`src/hw/rtl/tlv_frame_receiver_assert.svh`:
```
// assertion macros for the tlv frame receiver
// expects clk and rst in the scope where a macro is used
`ifndef TLV_FRAME_RECEIVER_ASSERT_SVH
`define TLV_FRAME_RECEIVER_ASSERT_SVH

// same-cycle implication, off during reset
`define TLVR_ASSERT_IMPL(lbl, ante, cons) \
  lbl: assert property (@(posedge clk) disable iff (rst) (ante) |-> (cons)) \
    else $error("tlvr same-cycle check failed");

// next-cycle implication, off during reset
`define TLVR_ASSERT_NEXT(lbl, ante, cons) \
  lbl: assert property (@(posedge clk) disable iff (rst) (ante) |=> (cons)) \
    else $error("tlvr next-cycle check failed");

`endif

```
`src/hw/rtl/tlvr_pkg.sv`:
```
// shared types and constants for the tlv frame receiver
// no dependencies
`timescale 1ns / 1ps
`default_nettype none

package tlvr_pkg;

  localparam int CFG_IDX_W = 2;
  localparam int CFG_DATA_W = 16;
  localparam logic [CFG_IDX_W-1:0] CFG_MY_ADDRESS = 2'd0;
  localparam logic [CFG_IDX_W-1:0] CFG_BCAST_ADDRESS = 2'd1;
  localparam logic [CFG_IDX_W-1:0] CFG_MAX_FRAME_BYTES = 2'd2;

  localparam logic [15:0] RST_MY_ADDRESS = 16'h0000;
  localparam logic [15:0] RST_BCAST_ADDRESS = 16'hFFFF;
  localparam logic [15:0] RST_MAX_FRAME_BYTES = 16'd256;

  // parameter type characters
  localparam logic [7:0] TYPE_CHAR = 8'h63;      // c
  localparam logic [7:0] TYPE_BYTE_U = 8'h42;    // B
  localparam logic [7:0] TYPE_BYTE_S = 8'h62;    // b
  localparam logic [7:0] TYPE_INT_S = 8'h69;     // i
  localparam logic [7:0] TYPE_INT_U = 8'h49;     // I
  localparam logic [7:0] TYPE_LONG_S = 8'h6C;    // l
  localparam logic [7:0] TYPE_LONG_U = 8'h4C;    // L
  localparam logic [7:0] TYPE_STR8 = 8'h73;      // s
  localparam logic [7:0] TYPE_STRUCT8 = 8'h74;   // t
  localparam logic [7:0] TYPE_STR16 = 8'h53;     // S
  localparam logic [7:0] TYPE_STRUCT16 = 8'h54;  // T

  // parameter names that are tracked
  localparam logic [7:0] NAME_SUBJECT = 8'h73;   // s
  localparam logic [7:0] NAME_COMMAND = 8'h63;   // c

  localparam logic KIND_PARAM = 1'b0;
  localparam logic KIND_FRAME = 1'b1;

  localparam int OUT_DATA_W = 104;

  typedef struct packed {
    logic       frame_start;
    logic [7:0] rx_byte;
  } in_item_t;

  typedef struct packed {
    logic        result_kind;
    logic [7:0]  param_name;
    logic [7:0]  param_type;
    logic [31:0] param_value;
    logic [15:0] payload_length;
    logic        frame_valid;
    logic        for_me;
    logic        type_error;
    logic [15:0] sender_address;
    logic [7:0]  subject_char;
    logic [7:0]  command_char;
  } result_t;

endpackage

`default_nettype wire

```
`src/hw/rtl/tlvr_in_reg.sv`:
```
// input register stage of the tlv frame receiver
// depends on tlvr_pkg
`timescale 1ns / 1ps
`default_nettype none

module tlvr_in_reg (
  input  wire logic               clk,
  input  wire logic               rst,
  input  wire logic               s_axis_tvalid,
  output logic                    s_axis_tready,
  input  wire logic [7:0]         s_axis_tdata,
  input  wire logic               s_axis_tuser,
  input  wire logic               consume,
  output logic                    item_valid,
  output tlvr_pkg::in_item_t      item
);
  import tlvr_pkg::*;

  // a held byte leaves in the same cycle it is parsed, so a new one can enter
  assign s_axis_tready = !item_valid || consume;

  always_ff @(posedge clk) begin
    if (rst) begin
      item_valid <= 1'b0;
    end else if (s_axis_tvalid && s_axis_tready) begin
      item_valid <= 1'b1;
    end else if (consume) begin
      item_valid <= 1'b0;
    end
  end

  always_ff @(posedge clk) begin
    if (s_axis_tvalid && s_axis_tready) begin
      item.rx_byte <= s_axis_tdata;
      item.frame_start <= s_axis_tuser;
    end
  end

endmodule

`default_nettype wire

```
`src/hw/rtl/tlvr_parser.sv`:
```
// frame parser: holds the per-frame state and configuration registers,
// steps once per byte and produces at most one result. depends on tlvr_pkg
`timescale 1ns / 1ps
`default_nettype none

module tlvr_parser (
  input  wire logic                               clk,
  input  wire logic                               rst,
  input  wire logic                               cfg_we,
  input  wire logic [tlvr_pkg::CFG_IDX_W-1:0]     cfg_addr,
  input  wire logic [tlvr_pkg::CFG_DATA_W-1:0]    cfg_wdata,
  input  wire logic                               step,
  input  wire tlvr_pkg::in_item_t                 item,
  output logic                                    res_load,
  output tlvr_pkg::result_t                       res
);
  import tlvr_pkg::*;

  typedef enum logic [3:0] {
    PH_IDLE, PH_LENLO, PH_TLEN, PH_TARGET, PH_SLEN, PH_SOURCE, PH_PCOUNT,
    PH_PNAME, PH_PTYPE, PH_PVALUE, PH_PLEN, PH_PAYLOAD, PH_DRAIN
  } phase_t;

  logic [15:0] my_address;
  logic [15:0] bcast_address;
  logic [15:0] max_frame_bytes;

  phase_t      phase, phase_next;
  logic [15:0] byte_index, byte_index_next;
  logic [15:0] frame_length, frame_length_next;
  logic [7:0]  running_sum, running_sum_next;
  logic [15:0] field_remaining, field_remaining_next;
  logic [7:0]  target_length, target_length_next;
  logic [15:0] target_word, target_word_next;
  logic [15:0] source_word, source_word_next;
  logic [7:0]  params_left, params_left_next;
  logic [7:0]  current_name, current_name_next;
  logic [7:0]  current_type, current_type_next;
  logic [31:0] value_acc, value_acc_next;
  logic [15:0] payload_len, payload_len_next;
  logic        subject_found, subject_found_next;
  logic [7:0]  subject_val, subject_val_next;
  logic        command_found, command_found_next;
  logic [7:0]  command_val, command_val_next;
  logic        type_error_flag, type_error_flag_next;

  always_comb begin
    logic [7:0]  b;
    logic [15:0] idx;
    logic [16:0] src;
    logic        finish;
    logic        fixed;
    logic        claim_en;
    logic [7:0]  claim_v;
    logic        valid;

    b = item.rx_byte;
    idx = byte_index + 16'd1;
    src = 17'd4 + {9'd0, target_length};
    finish = 1'b0;
    fixed = 1'b0;
    claim_en = 1'b0;
    claim_v = 8'd0;
    valid = 1'b0;

    phase_next = phase;
    byte_index_next = byte_index;
    frame_length_next = frame_length;
    running_sum_next = running_sum;
    field_remaining_next = field_remaining;
    target_length_next = target_length;
    target_word_next = target_word;
    source_word_next = source_word;
    params_left_next = params_left;
    current_name_next = current_name;
    current_type_next = current_type;
    value_acc_next = value_acc;
    payload_len_next = payload_len;
    subject_found_next = subject_found;
    subject_val_next = subject_val;
    command_found_next = command_found;
    command_val_next = command_val;
    type_error_flag_next = type_error_flag;
    res_load = 1'b0;
    res = '0;

    if (!step) begin
      // hold
    end else if (item.frame_start) begin
      // resync: drop any open frame
      phase_next = PH_LENLO;
      byte_index_next = '0;
      frame_length_next = {b, 8'd0};
      running_sum_next = b;
      field_remaining_next = '0;
      target_length_next = '0;
      target_word_next = '0;
      source_word_next = '0;
      params_left_next = '0;
      current_name_next = '0;
      current_type_next = '0;
      value_acc_next = '0;
      payload_len_next = '0;
      subject_found_next = 1'b0;
      subject_val_next = '0;
      command_found_next = 1'b0;
      command_val_next = '0;
      type_error_flag_next = 1'b0;
    end else if (phase != PH_IDLE) begin
      byte_index_next = idx;
      if (phase == PH_LENLO) begin
        frame_length_next = frame_length | {8'd0, b};
        running_sum_next = running_sum + b;
        phase_next = PH_TLEN;
      end else if (idx >= 16'd2 && ({1'b0, idx} + 17'd1) >= {1'b0, frame_length}) begin
        // checksum byte ends the frame wherever the parser stands
        valid = frame_length >= 16'd3 && frame_length < max_frame_bytes &&
                running_sum == b;
        res_load = 1'b1;
        res.result_kind = KIND_FRAME;
        res.frame_valid = valid;
        res.for_me = valid && (target_word == bcast_address ||
                     (target_length == 8'd2 && target_word == my_address));
        res.type_error = type_error_flag;
        res.sender_address = source_word;
        res.subject_char = subject_val;
        res.command_char = command_val;
        phase_next = PH_IDLE;
      end else begin
        running_sum_next = running_sum + b;
        if (idx == 16'd3) begin
          target_word_next[15:8] = b;
        end else if (idx == 16'd4) begin
          target_word_next[7:0] = b;
        end
        if ({1'b0, idx} == src) begin
          source_word_next[15:8] = b;
        end else if ({1'b0, idx} == src + 17'd1) begin
          source_word_next[7:0] = b;
        end

        case (phase)
          PH_TLEN: begin
            target_length_next = b;
            field_remaining_next = {8'd0, b};
            phase_next = (b != 8'd0) ? PH_TARGET : PH_SLEN;
          end
          PH_TARGET: begin
            field_remaining_next = field_remaining - 16'd1;
            if (field_remaining_next == 16'd0) phase_next = PH_SLEN;
          end
          PH_SLEN: begin
            field_remaining_next = {8'd0, b};
            phase_next = (b != 8'd0) ? PH_SOURCE : PH_PCOUNT;
          end
          PH_SOURCE: begin
            field_remaining_next = field_remaining - 16'd1;
            if (field_remaining_next == 16'd0) phase_next = PH_PCOUNT;
          end
          PH_PCOUNT: begin
            params_left_next = b;
            phase_next = (b != 8'd0) ? PH_PNAME : PH_DRAIN;
          end
          PH_PNAME: begin
            current_name_next = b;
            phase_next = PH_PTYPE;
          end
          PH_PTYPE: begin
            current_type_next = b;
            value_acc_next = '0;
            payload_len_next = '0;
            if (b inside {TYPE_CHAR, TYPE_BYTE_U, TYPE_BYTE_S}) begin
              field_remaining_next = 16'd1;
              phase_next = PH_PVALUE;
            end else if (b inside {TYPE_INT_S, TYPE_INT_U}) begin
              field_remaining_next = 16'd2;
              phase_next = PH_PVALUE;
            end else if (b inside {TYPE_LONG_S, TYPE_LONG_U}) begin
              field_remaining_next = 16'd4;
              phase_next = PH_PVALUE;
            end else if (b inside {TYPE_STR8, TYPE_STRUCT8}) begin
              field_remaining_next = 16'd1;
              phase_next = PH_PLEN;
            end else if (b inside {TYPE_STR16, TYPE_STRUCT16}) begin
              field_remaining_next = 16'd2;
              phase_next = PH_PLEN;
            end else begin
              // unknown type: stop parsing, name still claims with zero value
              type_error_flag_next = 1'b1;
              claim_en = 1'b1;
              phase_next = PH_DRAIN;
            end
          end
          PH_PVALUE: begin
            value_acc_next = {value_acc[23:0], b};
            field_remaining_next = field_remaining - 16'd1;
            if (field_remaining_next == 16'd0) begin
              finish = 1'b1;
              fixed = 1'b1;
            end
          end
          PH_PLEN: begin
            payload_len_next = {payload_len[7:0], b};
            field_remaining_next = field_remaining - 16'd1;
            if (field_remaining_next == 16'd0) begin
              if (payload_len_next == 16'd0) begin
                finish = 1'b1;
              end else begin
                field_remaining_next = payload_len_next;
                phase_next = PH_PAYLOAD;
              end
            end
          end
          PH_PAYLOAD: begin
            field_remaining_next = field_remaining - 16'd1;
            if (field_remaining_next == 16'd0) finish = 1'b1;
          end
          default: begin
          end
        endcase

        if (finish) begin
          res_load = 1'b1;
          res.result_kind = KIND_PARAM;
          res.param_name = current_name;
          res.param_type = current_type;
          res.param_value = fixed ? value_acc_next : 32'd0;
          res.payload_length = fixed ? 16'd0 : payload_len_next;
          claim_en = 1'b1;
          claim_v = value_acc_next[7:0];
          params_left_next = params_left - 8'd1;
          phase_next = (params_left_next != 8'd0) ? PH_PNAME : PH_DRAIN;
        end

        // first parameter named s or c wins; value only counts for char type
        if (claim_en) begin
          if (current_type_next != TYPE_CHAR) claim_v = 8'd0;
          if (current_name_next == NAME_SUBJECT && !subject_found) begin
            subject_found_next = 1'b1;
            subject_val_next = claim_v;
          end
          if (current_name_next == NAME_COMMAND && !command_found) begin
            command_found_next = 1'b1;
            command_val_next = claim_v;
          end
        end
      end
    end
  end

  always_ff @(posedge clk) begin
    if (rst) begin
      my_address <= RST_MY_ADDRESS;
      bcast_address <= RST_BCAST_ADDRESS;
      max_frame_bytes <= RST_MAX_FRAME_BYTES;
      phase <= PH_IDLE;
      byte_index <= '0;
      frame_length <= '0;
      running_sum <= '0;
      field_remaining <= '0;
      target_length <= '0;
      target_word <= '0;
      source_word <= '0;
      params_left <= '0;
      current_name <= '0;
      current_type <= '0;
      value_acc <= '0;
      payload_len <= '0;
      subject_found <= 1'b0;
      subject_val <= '0;
      command_found <= 1'b0;
      command_val <= '0;
      type_error_flag <= 1'b0;
    end else begin
      if (cfg_we) begin
        case (cfg_addr)
          CFG_MY_ADDRESS:      my_address <= cfg_wdata;
          CFG_BCAST_ADDRESS:   bcast_address <= cfg_wdata;
          CFG_MAX_FRAME_BYTES: max_frame_bytes <= cfg_wdata;
          default: begin
          end
        endcase
      end
      phase <= phase_next;
      byte_index <= byte_index_next;
      frame_length <= frame_length_next;
      running_sum <= running_sum_next;
      field_remaining <= field_remaining_next;
      target_length <= target_length_next;
      target_word <= target_word_next;
      source_word <= source_word_next;
      params_left <= params_left_next;
      current_name <= current_name_next;
      current_type <= current_type_next;
      value_acc <= value_acc_next;
      payload_len <= payload_len_next;
      subject_found <= subject_found_next;
      subject_val <= subject_val_next;
      command_found <= command_found_next;
      command_val <= command_val_next;
      type_error_flag <= type_error_flag_next;
    end
  end

endmodule

`default_nettype wire

```
`src/hw/rtl/tlvr_out_reg.sv`:
```
// result register and master-side stream driver of the tlv frame receiver
// depends on tlvr_pkg
`timescale 1ns / 1ps
`default_nettype none

module tlvr_out_reg (
  input  wire logic                              clk,
  input  wire logic                              rst,
  input  wire logic                              load,
  input  wire tlvr_pkg::result_t                 res,
  output logic                                   m_axis_tvalid,
  input  wire logic                              m_axis_tready,
  output logic [tlvr_pkg::OUT_DATA_W-1:0]        m_axis_tdata,
  output logic                                   m_axis_tuser
);
  import tlvr_pkg::*;

  result_t held;

  always_ff @(posedge clk) begin
    if (rst) begin
      m_axis_tvalid <= 1'b0;
    end else if (load) begin
      m_axis_tvalid <= 1'b1;
    end else if (m_axis_tready) begin
      m_axis_tvalid <= 1'b0;
    end
  end

  always_ff @(posedge clk) begin
    if (load) begin
      held <= res;
    end
  end

  assign m_axis_tuser = held.result_kind;
  assign m_axis_tdata = {5'd0, held.command_char, held.subject_char,
                         held.sender_address, held.type_error, held.for_me,
                         held.frame_valid, held.payload_length, held.param_value,
                         held.param_type, held.param_name};

endmodule

`default_nettype wire

```
`src/hw/rtl/tlv_frame_receiver.sv`:
```
// tlv frame receiver: byte-serial parser for length-prefixed frames with
// typed parameters and an 8-bit additive checksum.
//
// usage:
//   s_axis: one frame byte per transaction; tuser high marks byte 0 of a
//     frame and restarts the parser, dropping any open frame without a result.
//   m_axis: one result per finished parameter (tuser 0) and one at the
//     checksum byte (tuser 1) with validity, addressing, sender, subject and
//     command. bytes that finish nothing produce no transaction.
//   cfg: cfg_we writes cfg_wdata to register cfg_addr (0 my address,
//     1 broadcast address, 2 max frame bytes); write only while idle.
// path: an input transaction reaches m_axis_tvalid through the input
//   register, then the parse step that loads the result register.
// throughput: 1 byte per cycle while no result waits on m_axis_tready.
// stall: while a result waits on m_axis_tready the parser holds one byte in
//   its input register and deasserts s_axis_tready only when that byte is held.
// reset: rst (synchronous) empties both registers, sets the parser idle and
//   restores the register defaults (0, 0xFFFF, 256).
`timescale 1ns / 1ps
`default_nettype none
`include "tlv_frame_receiver_assert.svh"

module tlv_frame_receiver (
  input  wire logic                              clk,
  input  wire logic                              rst,
  input  wire logic                              s_axis_tvalid,
  output logic                                   s_axis_tready,
  // [7:0] rx_byte
  input  wire logic [7:0]                        s_axis_tdata,
  // [0] frame_start
  input  wire logic                              s_axis_tuser,
  output logic                                   m_axis_tvalid,
  input  wire logic                              m_axis_tready,
  // [7:0] param_name, [15:8] param_type, [47:16] param_value,
  // [63:48] payload_length, [64] frame_valid, [65] for_me, [66] type_error,
  // [82:67] sender_address, [90:83] subject_char, [98:91] command_char
  output logic [tlvr_pkg::OUT_DATA_W-1:0]        m_axis_tdata,
  // [0] result_kind
  output logic                                   m_axis_tuser,
  input  wire logic                              cfg_we,
  input  wire logic [tlvr_pkg::CFG_IDX_W-1:0]    cfg_addr,
  input  wire logic [tlvr_pkg::CFG_DATA_W-1:0]   cfg_wdata
);
  import tlvr_pkg::*;

  logic     item_valid;
  in_item_t item;
  logic     consume;
  logic     res_load;
  result_t  res;

  // parse only when the result register is free or being emptied
  assign consume = item_valid && (!m_axis_tvalid || m_axis_tready);

  tlvr_in_reg u_in_reg (
    .clk          (clk),
    .rst          (rst),
    .s_axis_tvalid(s_axis_tvalid),
    .s_axis_tready(s_axis_tready),
    .s_axis_tdata (s_axis_tdata),
    .s_axis_tuser (s_axis_tuser),
    .consume      (consume),
    .item_valid   (item_valid),
    .item         (item)
  );

  tlvr_parser u_parser (
    .clk      (clk),
    .rst      (rst),
    .cfg_we   (cfg_we),
    .cfg_addr (cfg_addr),
    .cfg_wdata(cfg_wdata),
    .step     (consume),
    .item     (item),
    .res_load (res_load),
    .res      (res)
  );

  tlvr_out_reg u_out_reg (
    .clk          (clk),
    .rst          (rst),
    .load         (res_load),
    .res          (res),
    .m_axis_tvalid(m_axis_tvalid),
    .m_axis_tready(m_axis_tready),
    .m_axis_tdata (m_axis_tdata),
    .m_axis_tuser (m_axis_tuser)
  );

  // a new result never overwrites one that is still waiting
  `TLVR_ASSERT_IMPL(a_no_overwrite, res_load && m_axis_tvalid, m_axis_tready)
  // a loaded result is presented in the next cycle
  `TLVR_ASSERT_NEXT(a_load_shows, res_load, m_axis_tvalid)
  // a byte entering a full input register must displace one being parsed
  `TLVR_ASSERT_IMPL(a_in_reg_safe, s_axis_tvalid && s_axis_tready && item_valid, consume)

endmodule

`default_nettype wire
```
`config.mk`:
```
export PLATFORM = sky130hd
export DESIGN_NAME = tlv_frame_receiver
export DESIGN_NICKNAME = d
export VERILOG_FILES = /design/src/hw/rtl/tlvr_pkg.sv /design/src/hw/rtl/tlvr_in_reg.sv /design/src/hw/rtl/tlvr_parser.sv /design/src/hw/rtl/tlvr_out_reg.sv /design/src/hw/rtl/tlv_frame_receiver.sv
export VERILOG_INCLUDE_DIRS = /design/src /design/src/hw/rtl
export SDC_FILE = /design/constraint.sdc
export NUM_CORES = 1
export LEC_CHECK = 0
export BUFFER_PORTS_ARGS = -buffer_cell sky130_fd_sc_hd__clkbuf_2
export CORE_ASPECT_RATIO = 1.2
export CORE_MARGIN = 4
export CORE_UTILIZATION = 61
export CTS_CLUSTER_DIAMETER = 30
export DETAILED_ROUTE_END_ITERATION = 8
export PLACE_DENSITY = 0.9
export REMOVE_ABC_BUFFERS = 1
export SKIP_CTS_REPAIR_TIMING = 1
export SKIP_LAST_GASP = 1
export SYNTH_ARGS = -nofsm -noshare
export SYNTH_HDL_FRONTEND = slang
export SYNTH_SLANG_ARGS = --single-unit
export TNS_END_PERCENT = 20
```
`constraint.sdc`:
```
create_clock -name clk -period 7.4 [get_ports clk]
set_clock_uncertainty 0.05 [all_clocks]
set_input_delay 0.74 -clock clk [delete_from_list [all_inputs] [get_ports clk]]
set_output_delay 0.74 -clock clk [all_outputs]
set_load 0.005 [all_outputs]
```
==> impl_metrics.env <==
export IMPL_coreArea_sq_um=28200
export IMPL_r2r_end="u_out_reg.m_axis_tdata[49]"
export IMPL_die_x_um=163
export IMPL_synth_edff_count=109
export IMPL_syn_cell_area_sq_um=17600
export IMPL_die_h_um=194
export IMPL_post_dp_cell_area_sq_um=18300
export IMPL_status="finished clean"
export IMPL_viasPerCell=6.18
export IMPL_cts_root_buf="clkbuf_16"
export IMPL_ios=139
export IMPL_numCtsBuffers=51
export IMPL_routed_wl_um=46900
export IMPL_ant_nets=0
export IMPL_grt_pass1_wl_um=74500
export IMPL_row_count=67
export IMPL_antenna_found_initial=2
export IMPL_fin_setup_tns_ps=0
export IMPL_cts_path_max_buffers=3
export IMPL_drv_cap=0
export IMPL_cts_sinks=342
export IMPL_numPortBuffers=133
export IMPL_htree_num_levels=2
export IMPL_synth_area_top_cells="dfxtp_1, edfxtp_1, a21oi_1, nand2_1, ha_1"
export IMPL_grt_util_all_layers_pct=28.5
export IMPL_holdPathStages=1
export IMPL_rrSetupSlack_ps=540
export IMPL_cts_tree="built"
export IMPL_worst_hold_path_endpoint="u_in_reg.item[1]"
export IMPL_timing_fmax_ghz=0.146
export IMPL_ys_seq_elements=342
export IMPL_synth_cell_type_count=83
export IMPL_hp_start="s_axis_tdata[1]"
export IMPL_worst_r2r_startpoint="u_parser.byte_index[0]"
export IMPL_cts_clk_slew_worst_paths_ps=60
export IMPL_regArea_sq_um=7940
export IMPL_rsz0062_at_grt="no"
export IMPL_synthToLayoutAreaGrowth_pct=14.5
export IMPL_maxSlewViolCount=0
export IMPL_grt_max_degree=99
export IMPL_end_kind="flip-flop"
export IMPL_drt_iter0_drc=1415
export IMPL_via_count=15200
export IMPL_nFillCells=1951
export IMPL_startpoint_type="flip-flop"
export IMPL_critPathKind="reg -> reg"
export IMPL_yosys_area_top_type_share_pct=26.6
export IMPL_cp_max_fo=18
export IMPL_globalplace_congestion=0.941
export IMPL_crit_required_ps=7750
export IMPL_fin_util_pct=71.4
export IMPL_yosys_top_cells_count="dfxtp_1, nand2_1, a21oi_1"
export IMPL_grt_pass1_vias=14700
export IMPL_post_place_ws_ps=818
export IMPL_p_leak_nw=7.21
export IMPL_die_area_sq_um=31600
export IMPL_multi_input_area_sq_um=8820
export IMPL_period_needed_ps=6860
export IMPL_hold_path_class="in -> reg"
export IMPL_stdcell_area_sq_um=20100
export IMPL_holdWs_ps=296
export IMPL_layout_nets=2125
export IMPL_drive_above_1_share_pct=13.9
export IMPL_period_share_pct=92.7
export IMPL_dp_hpwl_um=31300
export IMPL_worstRegToRegCells=19
export IMPL_grt_remaining_overflow=0
export IMPL_dr_pass1_iters=6
export IMPL_async_flop_share_pct=0
export IMPL_tightest_slew_ps=1250
export IMPL_ys_seq_area_share_pct=45.2
export IMPL_ys_flop_type="dfxtp_1"
export IMPL_drc=0
export IMPL_ir_worst_vdd_mv=0.275
export IMPL_synth_warning_count=0
export IMPL_timing_slew_headroom_pct=15.9
export IMPL_setup_viol=0
export IMPL_synth_top_area_cell="dfxtp_1"
export IMPL_yosysMostFrequentCell="dfxtp_1"
export IMPL_synthCells=1965
export IMPL_crit_arrival_ps=7210
export IMPL_p_per_area_nw_per_um2=234
export IMPL_start_util_pct=62.4
export IMPL_wl_per_cell_um=19.0
export IMPL_layout_setup_ws_ps=537
export IMPL_syn_area_per_cell_sq_um=8.94
export IMPL_report_final_hold_viol_count=0
export IMPL_clock_latency_ps=590
-- registers in the layout, indices dropped and copies added, names as in the netlist, 8 cells and up --
signal                    count
u_parser.target_length        8
u_parser.current_type         8
u_parser.params_left          8
u_parser.bcast_address       16
u_in_reg.item                 9
u_parser.subject_val          8
u_parser.frame_length        16
u_out_reg.m_axis_tdata       99
u_parser.source_word         16
u_parser.max_frame_bytes     16
u_parser.target_word         16
u_parser.byte_index          16
u_parser.value_acc           24
u_parser.payload_len         16
u_parser.field_remaining     16
u_parser.current_name         8
u_parser.running_sum          8
u_parser.my_address          16
u_parser.command_val          8
-- cell type report --
type                    count  share of cell area [%]
diodes                      1                  0.0124
clock buffers              58                    6.67
clock inverters            38                    2.24
inverters                  63                    1.19
multi-input cells        1427                    43.9
flip-flops and latches    342                    39.5
well taps                 379                    2.36
repair buffers            156                    4.22
-- per-stage QoR --
stage               total power (W)  cells
finish                      0.00470   2464
global route                0.00483   2463
CTS                         0.00471   2462
detailed placement          0.00229   2366
global placement            0.00228   2366
floorplan                   0.00218   1832
-- worst max-delay path, cell delays in order, from the launching register on --
cell and delay [ps]:
dfxtp_1 650, ha_1 500, nor2b_1 290, nor2b_1 170, nor3_1 250, nand3_1 190
nor4_1 500, and2_1 230, and2_1 180, nand2_1 70, xnor2_1 130, ha_1 210
a21o_1 170, a21oi_1 140, o21ai_0 100, a211oi_1 620, a21oi_2 300, nor3_2 850
o21ai_1 700, a21oi_1 370
-- power by group --
part           switching [W]  internal, W  total, W  leakage, nW
Combinational       0.000186    0.0000972  0.000283         3.65
Clock               0.000986      0.00146   0.00245        0.862
Sequential         0.0000229      0.00195   0.00197         2.70
-- how the worst max path moves through the flow --
stage,start,end,slack (ps),cells past startpoint
floorplan,u_parser.byte_index[0],u_out_reg.m_axis_tdata[0],1050,17
global route,u_parser.byte_index[0],u_out_reg.m_axis_tdata[58],30,19
finish,u_parser.byte_index[0],u_out_reg.m_axis_tdata[49],540,19
detailed placement,u_parser.byte_index[0],u_out_reg.m_axis_tdata[49],820,19
global placement,u_parser.byte_index[0],u_out_reg.m_axis_tdata[50],1170,19
CTS,u_parser.byte_index[0],u_out_reg.m_axis_tdata[49],680,19
-- cell families (layout without fill, tap and decap cells) --
logic type / Yosys count / after routing / synth area share, %
AO/OA/AOI/OAI: 412 / 412 / 14.3
AND/OR/NAND/NOR: 806 / 806 / 24.0
buffers and inverters: 200 / 315 / 4.68
adder cells (fa/ha/maj): 52 / 52 / 3.75
flip-flops: 342 / 342 / 45.2
XOR/XNOR: 96 / 96 / 4.86
other: 1 / 6 / 0.0213
multiplexers: 56 / 56 / 3.21
-- metal layers --
layer  vias to the layer above  global-route usage (%)  part of all wire, %
li1                       7059                       -                    -
met1                      7165                    33.3                   37
met2                       782                    49.4                   49
met3                       219                    5.46                  8.2
met4                         2                    14.5                  5.8
met5                         -                       0                0.081
-- cells in the final DEF, fill, tap and decap left out, types with 63 or more instances in the layout --
cell type and n:
nand2_1 232, edfxtp_1 109, xnor2_1 69, and2_1 89
dfxtp_1 233, nand3_1 63, o21ai_0 67, clkbuf_2 132
nor2_1 151, a21oi_1 184
(Power assumes the default switching activity.)
